**config.mk**
```make
export PLATFORM = sky130hd
export DESIGN_NAME = bba_ctrl
export DESIGN_NICKNAME = d
export VERILOG_FILES = /design/src/hdl/bba_pkg.sv /design/src/hdl/bba_ctrl.sv
export SDC_FILE = /design/constraint.sdc
export NUM_CORES = 1
export LEC_CHECK = 0
export BUFFER_PORTS_ARGS = -buffer_cell sky130_fd_sc_hd__buf_2
export CAP_MARGIN = 20
export CORE_AREA = 4 4 41 43
export CTS_CLUSTER_SIZE = 25
export DETAILED_ROUTE_END_ITERATION = 6
export DIE_AREA = 0 0 45 47
export PLACE_DENSITY = 0.56
export SETUP_SLACK_MARGIN = 0.4
export SYNTH_ARGS = -nofsm -noshare
export SYNTH_HDL_FRONTEND = slang
export SYNTH_SLANG_ARGS = --single-unit
```
**constraint.sdc**
```tcl
create_clock -name clk -period 1.85 [get_ports clk]
set_clock_uncertainty 0.2 [all_clocks]
set_input_delay 0.185 -clock clk [delete_from_list [all_inputs] [get_ports clk]]
set_output_delay 0.185 -clock clk [all_outputs]
set_load 0.01 [all_outputs]
```
**src/hdl/bba_pkg.sv**
```systemverilog
// bba_pkg: shared types and constants of the block bitmap allocator
// request and response payload structs, mode and status codes, controller links
// no dependencies
`timescale 1ns / 1ps

package bba_pkg;

	localparam int BLK_W      = 12;
	localparam int CNT_W      = 13;
	localparam int MODE_W     = 2;
	localparam int STAT_W     = 2;
	localparam int WORD_BITS  = 64;
	localparam int BIT_IDX_W  = 6;
	localparam int WORD_IDX_W = BLK_W - BIT_IDX_W;
	localparam int CFG_IDX_W  = 1;
	localparam int MAP_BITS   = 4096;

	localparam logic [MODE_W-1:0] MODE_ALLOC = 2'd0;
	localparam logic [MODE_W-1:0] MODE_FREE  = 2'd1;
	localparam logic [MODE_W-1:0] MODE_CLEAR = 2'd2;

	localparam logic [STAT_W-1:0] ST_DONE  = 2'd0;
	localparam logic [STAT_W-1:0] ST_FULL  = 2'd1;
	localparam logic [STAT_W-1:0] ST_RANGE = 2'd2;

	localparam logic [CFG_IDX_W-1:0] REG_FIRST_DATA_BLOCK = 1'd0;
	localparam logic [CFG_IDX_W-1:0] REG_BLOCK_COUNT      = 1'd1;

	localparam logic [BLK_W-1:0] FIRST_DATA_BLOCK_RST = 12'd64;
	localparam logic [CNT_W-1:0] BLOCK_COUNT_RST      = 13'd4096;

	typedef struct packed {
		logic [MODE_W-1:0] mode;
		logic [BLK_W-1:0]  block_number;
	} req_t;

	typedef struct packed {
		logic [BLK_W-1:0]  granted_block;
		logic [STAT_W-1:0] status;
	} rsp_t;

	// controller to datapath
	typedef struct packed {
		logic              load_req;
		logic              scan_start;
		logic              scan_step;
		logic              free_rd;
		logic              free_wr;
		logic              alloc_wr;
		logic              clear_map;
		logic              set_res;
		logic              res_grant;
		logic [STAT_W-1:0] res_status;
		logic              deliver;
	} bba_cmd_t;

	// datapath to controller
	typedef struct packed {
		logic [MODE_W-1:0] mode;
		logic              range_empty;
		logic              free_ok;
		logic              hit;
		logic              at_last;
		logic              out_free;
	} bba_stat_t;

endpackage

```
**src/hdl/bba_ctrl.sv**
```systemverilog
// bba_ctrl: sequencing state machine of the block bitmap allocator
// drives datapath commands, takes back datapath status; uses bba_pkg
`timescale 1ns / 1ps

module bba_ctrl import bba_pkg::*; (
	input  logic      clk,
	input  logic      arst_n,
	input  logic      req_valid,
	output logic      req_stall,
	input  bba_stat_t st,
	output bba_cmd_t  cmd
);

	localparam logic [2:0] S_IDLE    = 3'd0;
	localparam logic [2:0] S_DECODE  = 3'd1;
	localparam logic [2:0] S_SCAN    = 3'd2;
	localparam logic [2:0] S_FREE_RD = 3'd3;
	localparam logic [2:0] S_FREE_WR = 3'd4;
	localparam logic [2:0] S_DONE    = 3'd5;

	logic [2:0] state_q;
	logic [2:0] state_d;

	assign req_stall = (state_q != S_IDLE);

	always_comb begin
		state_d = state_q;
		cmd     = '0;
		unique case (state_q)
			S_IDLE: begin
				if (req_valid) begin
					cmd.load_req = 1'b1;
					state_d      = S_DECODE;
				end
			end
			S_DECODE: begin
				unique case (st.mode)
					MODE_ALLOC: begin
						if (st.range_empty) begin
							cmd.set_res    = 1'b1;
							cmd.res_status = ST_FULL;
							state_d        = S_DONE;
						end else begin
							cmd.scan_start = 1'b1;
							state_d        = S_SCAN;
						end
					end
					MODE_FREE: begin
						if (st.free_ok) begin
							state_d = S_FREE_RD;
						end else begin
							cmd.set_res    = 1'b1;
							cmd.res_status = ST_RANGE;
							state_d        = S_DONE;
						end
					end
					MODE_CLEAR: begin
						cmd.clear_map  = 1'b1;
						cmd.set_res    = 1'b1;
						cmd.res_status = ST_DONE;
						state_d        = S_DONE;
					end
					default: begin
						cmd.set_res    = 1'b1;
						cmd.res_status = ST_DONE;
						state_d        = S_DONE;
					end
				endcase
			end
			S_SCAN: begin
				// one word evaluated per cycle while the next one is being read
				if (st.hit) begin
					cmd.alloc_wr   = 1'b1;
					cmd.set_res    = 1'b1;
					cmd.res_grant  = 1'b1;
					cmd.res_status = ST_DONE;
					state_d        = S_DONE;
				end else if (st.at_last) begin
					cmd.set_res    = 1'b1;
					cmd.res_status = ST_FULL;
					state_d        = S_DONE;
				end else begin
					cmd.scan_step = 1'b1;
				end
			end
			S_FREE_RD: begin
				cmd.free_rd = 1'b1;
				state_d     = S_FREE_WR;
			end
			S_FREE_WR: begin
				cmd.free_wr    = 1'b1;
				cmd.set_res    = 1'b1;
				cmd.res_status = ST_DONE;
				state_d        = S_DONE;
			end
			S_DONE: begin
				if (st.out_free) begin
					cmd.deliver = 1'b1;
					state_d     = S_IDLE;
				end
			end
			default: begin
				state_d = S_IDLE;
			end
		endcase
	end

	always_ff @(posedge clk or negedge arst_n) begin
		if (!arst_n) begin
			state_q <= S_IDLE;
		end else begin
			state_q <= state_d;
		end
	end

endmodule

```
* After elaboration in Yosys (flattened, before gate mapping)
Index checks and enable logic that the tools add are counted.
Storage, ports and cells: bits in registers 3, bits of input ports 10, output and inout bits 13, logic and storage cells 51
Cells by class: equal/unequal tests 10, mux-type cells 36, reductions and logical operators 4
Operators by type and width (number):
- 1-bit 2-to-1 mux | 23
- 3-bit 2-to-1 mux | 6
- 3-bit case mux with 6 select lines | 1
- 2-bit case mux with 2 select lines | 2
- 3-bit by 2-bit == test with 1-bit output (second input constant) | 2
- 3-bit == test (second input constant) | 2
- 3-bit case mux with 2 select lines | 1
- 2-bit != test (second input constant) | 2
- 3-bit by 1-bit == test with 1-bit output (second input constant) | 1
- 3-bit zero test | 1
- 3-bit != test (second input constant) | 1
- 1-bit case mux with 3 select lines | 1
- 3-bit AND reduction | 1
- 3-bit nonzero test | 1
- 2-bit by 1-bit == test with 1-bit output (second input constant) | 1
- 2-bit == test (second input constant) | 1
- 2-bit zero test | 1
- 2-bit 2-to-1 mux | 1
- 1-bit case mux with 2 select lines | 1

* Longest topological paths before layout
depth after elaboration 3, mapped depth 4, gate-level depth less buffers 3

* Worst setup path before layout
Ideal clock, no wire load.
path type flip-flop to output port, from register state_q[1], to output port cmd[5] in the netlist's numbering, arrival 1.224 ns, required time 1.465 ns, setup slack 0.241 ns, cell stages (with the launch flop) 4, buffers on the path 1, path through dfrtp_1 buf_6 or3b_4 nor3b_1
RTL lines:
- start: declaration | RTL line bba_ctrl.sv:21 | logic [2:0] state_q;
- start signal: assignment | RTL line bba_ctrl.sv:112 | state_q <= state_d;
- end: declaration | RTL line bba_ctrl.sv:11 | output bba_cmd_t cmd

==> qor.csv <==
metric;value;unit
Hold/Removal Path Class;in -> async;
max_cap viols;0;
Max Clk Rate;0.5472;GHz
vias post-DR;479;
row count;13;
fin crit share;98.78;%
Post-Syn Instances;44;
startpoint types;flip-flop;
Mapped Nets;54;
Final Max Slew Viols;0;
total CTS buffers;3;
Initial Util;25.96;%
Slew @ Worst Pin;0.3977;ns
Area contributors post-synth;dfrtp_1 (22%), nor3_1 (8.9%), nor2_1 (5.6%);
Core Region;1301;um2
dpl ws;0.2813;ns
Via density;5.042;
Final GP Congestion;0.7440;
CP Depth;3;
Post-synth top flop;dfrtp_1;
clock sink count;3;
die footprint;2115;um2
vias in the first global route;483;
commonest non-fill, non-tap cell in the layout;buf_2;
PwrDens;1310;nW/um2
CP Capture Type;output port;
gr ovfl total;0;
DR pass1 iterations;4;
unrepaired setup endpoints after global routing;yes;
antenna violations before repair;0;
IO Port Bufs;22;
yosys warns;0;
Util after Layout;57.50;%
DR iter-0 viols;6;
LEAKAGE;0.3570;nW
biggest registers after layout;state_q x3;
clock-pin slew on the worst setup and hold paths;0.04;ns
Yosys top cell by area;dfrtp_1;
DRC viols;0;
Largest register FFs;3;
Die Y;47;um
sequential element share of the synthesized area;22.22;%
critical path buffer and inverter count;1;
Worst Setup Slack, final;0.02265;ns
Reg with most FFs;state_q;
area grow syn2layout;121.5;%
outcome;complete, no violations;
share of flip-flops with an asynchronous set or reset;100.0;%
Post-synth EDFFs;0;
Avg Cell Area, Syn;7.678;um2
Tot GR Track Use;13.39;%
DPL Wire Length;768.1;um
fill cell count;123;
pin count of the biggest net entering global routing;11;
WL per Instance;15.28;um
antenna cells;0;
clk_lat worst skew;0.23;ns
CP Data Required Time;1.46;ns
delay of the slowest critical-path stage;0.46;ns
slowest cell on the critical path;or3b_4;
critical path's top delay family;simple AND/OR/NAND/NOR gates;
Finished Cell Area;748.2;um2
Setup Viol. Count Final;0;
Worst Reg-to-Reg Cells;8;
Synth top area share;22.22;%
share of cells above drive strength 1;71.25;%
WL final;1452;um
crit-path cells;or3b_4, nor4b_4, buf_2;
crit path DAT;1.44;ns
most frequent cells in the layout;buf_2 (20), buf_6 (8);
relative slew slack;73.39;%
Peak supply drop;1.157;mV
Root Buffer;clkbuf_4;
CTS tree;built;
CP Class;reg -> out;
Routed Antenna Nets;0;
Mapped Area;337.8;um2
final hold vios;0;
first-pass GRT wire length;2097;um
Max Root-Sink Buffers;2;
shortest period the worst path allows;1.827;ns
fin nets;91;
die width;45;um
num ports;23;
synthesized flop and latch total;3;
H-tree levels;1;
worst-path maximum fanout;5;
placed inst area;495.5;um2
library cells used by synthesis;26;
[power by group]
part | total [mW] | switching, mW | internal, mW
combinational | 0.759 | 0.371 | 0.388
sequential | 0.106 | 0.0149 | 0.0912
clock | 0.115 | 0.0346 | 0.0809
total | 0.980 | 0.421 | 0.560
[metrics by stage]
| step | std cells | total power [mW] | hold WS, ns | setup TNS (ns) |
|---|---|---|---|---|
| 6_report | 95 | 0.9805 | 0.07228 | 0 |
| 3_3_place_gp | 81 | 0.5264 | -0.2176 | 0 |
| 2_1_floorplan | 44 | 0.3906 | -0.3106 | 0 |
| 3_5_place_dp | 81 | 0.5271 | -0.2152 | 0 |
| 4_1_cts | 91 | 0.7786 | 0.06479 | 0 |
| 5_1_grt | 95 | 1.047 | 0.09136 | -0.08407 |
[routing by layer]
layer | track usage (%) | vias to the layer above | wire, um
met2 | 24.86 | 17 | 820
li1 | - | 241 | -
met1 | 15.14 | 221 | 553
met3 | 3.831 | 0 | 78
met4 | 2.924 | 0 | 0
met5 | 0 | - | 0
[worst paths after layout]
check | start | endpoint | slack, ns
worst min register to register | state_q[1] | state_q[1] | 0.57
worst max register to register | state_q[2] | state_q[2] | 0.14
max in group asynchronous | arst_n | state_q[0] | 1.27
worst max-delay path | state_q[1] | cmd[2] | 0.02
min in group clk | st[0] | state_q[2] | 0.12
worst min-delay path | arst_n | state_q[1] | 0.07
[layout make-up]
class / count / area [um2] / share of cell area (%)
repair buffers: 35 / 272.8 / 36.45
multi-input cells: 36 / 345.3 / 46.15
clock buffers: 4 / 26.28 / 3.512
well taps: 15 / 18.77 / 2.508
flip-flops and latches: 3 / 75.07 / 10.03
inverters: 2 / 10.01 / 1.338
[timing repair]
item,CTS,global route
pin swaps,7,8
gates cloned,0,0
endpoints found under the hold margin,3,0
resized for setup,14,16
setup endpoints to repair,14,16
hold buffers,1,0
buffers inserted,5,4
[cell families (layout without fill, tap and decap cells)]
group	Yosys count	in the layout	share of synthesized area (%)
AO/OA/AOI/OAI	12	12	27.40
buffers and inverters	5	41	9.999
flip-flops	3	3	22.22
AND/OR/NAND/NOR	24	24	40.37
[synth_stat cells, drive strengths merged (2+ instances only)]
cell and n:
nor3 6, a21o 2, nor4 2, nand2b 2, buf 3, nor2 5
a21oi 4, dfrtp 3, inv 2, nand2 3
(Power assumes the default switching activity.)
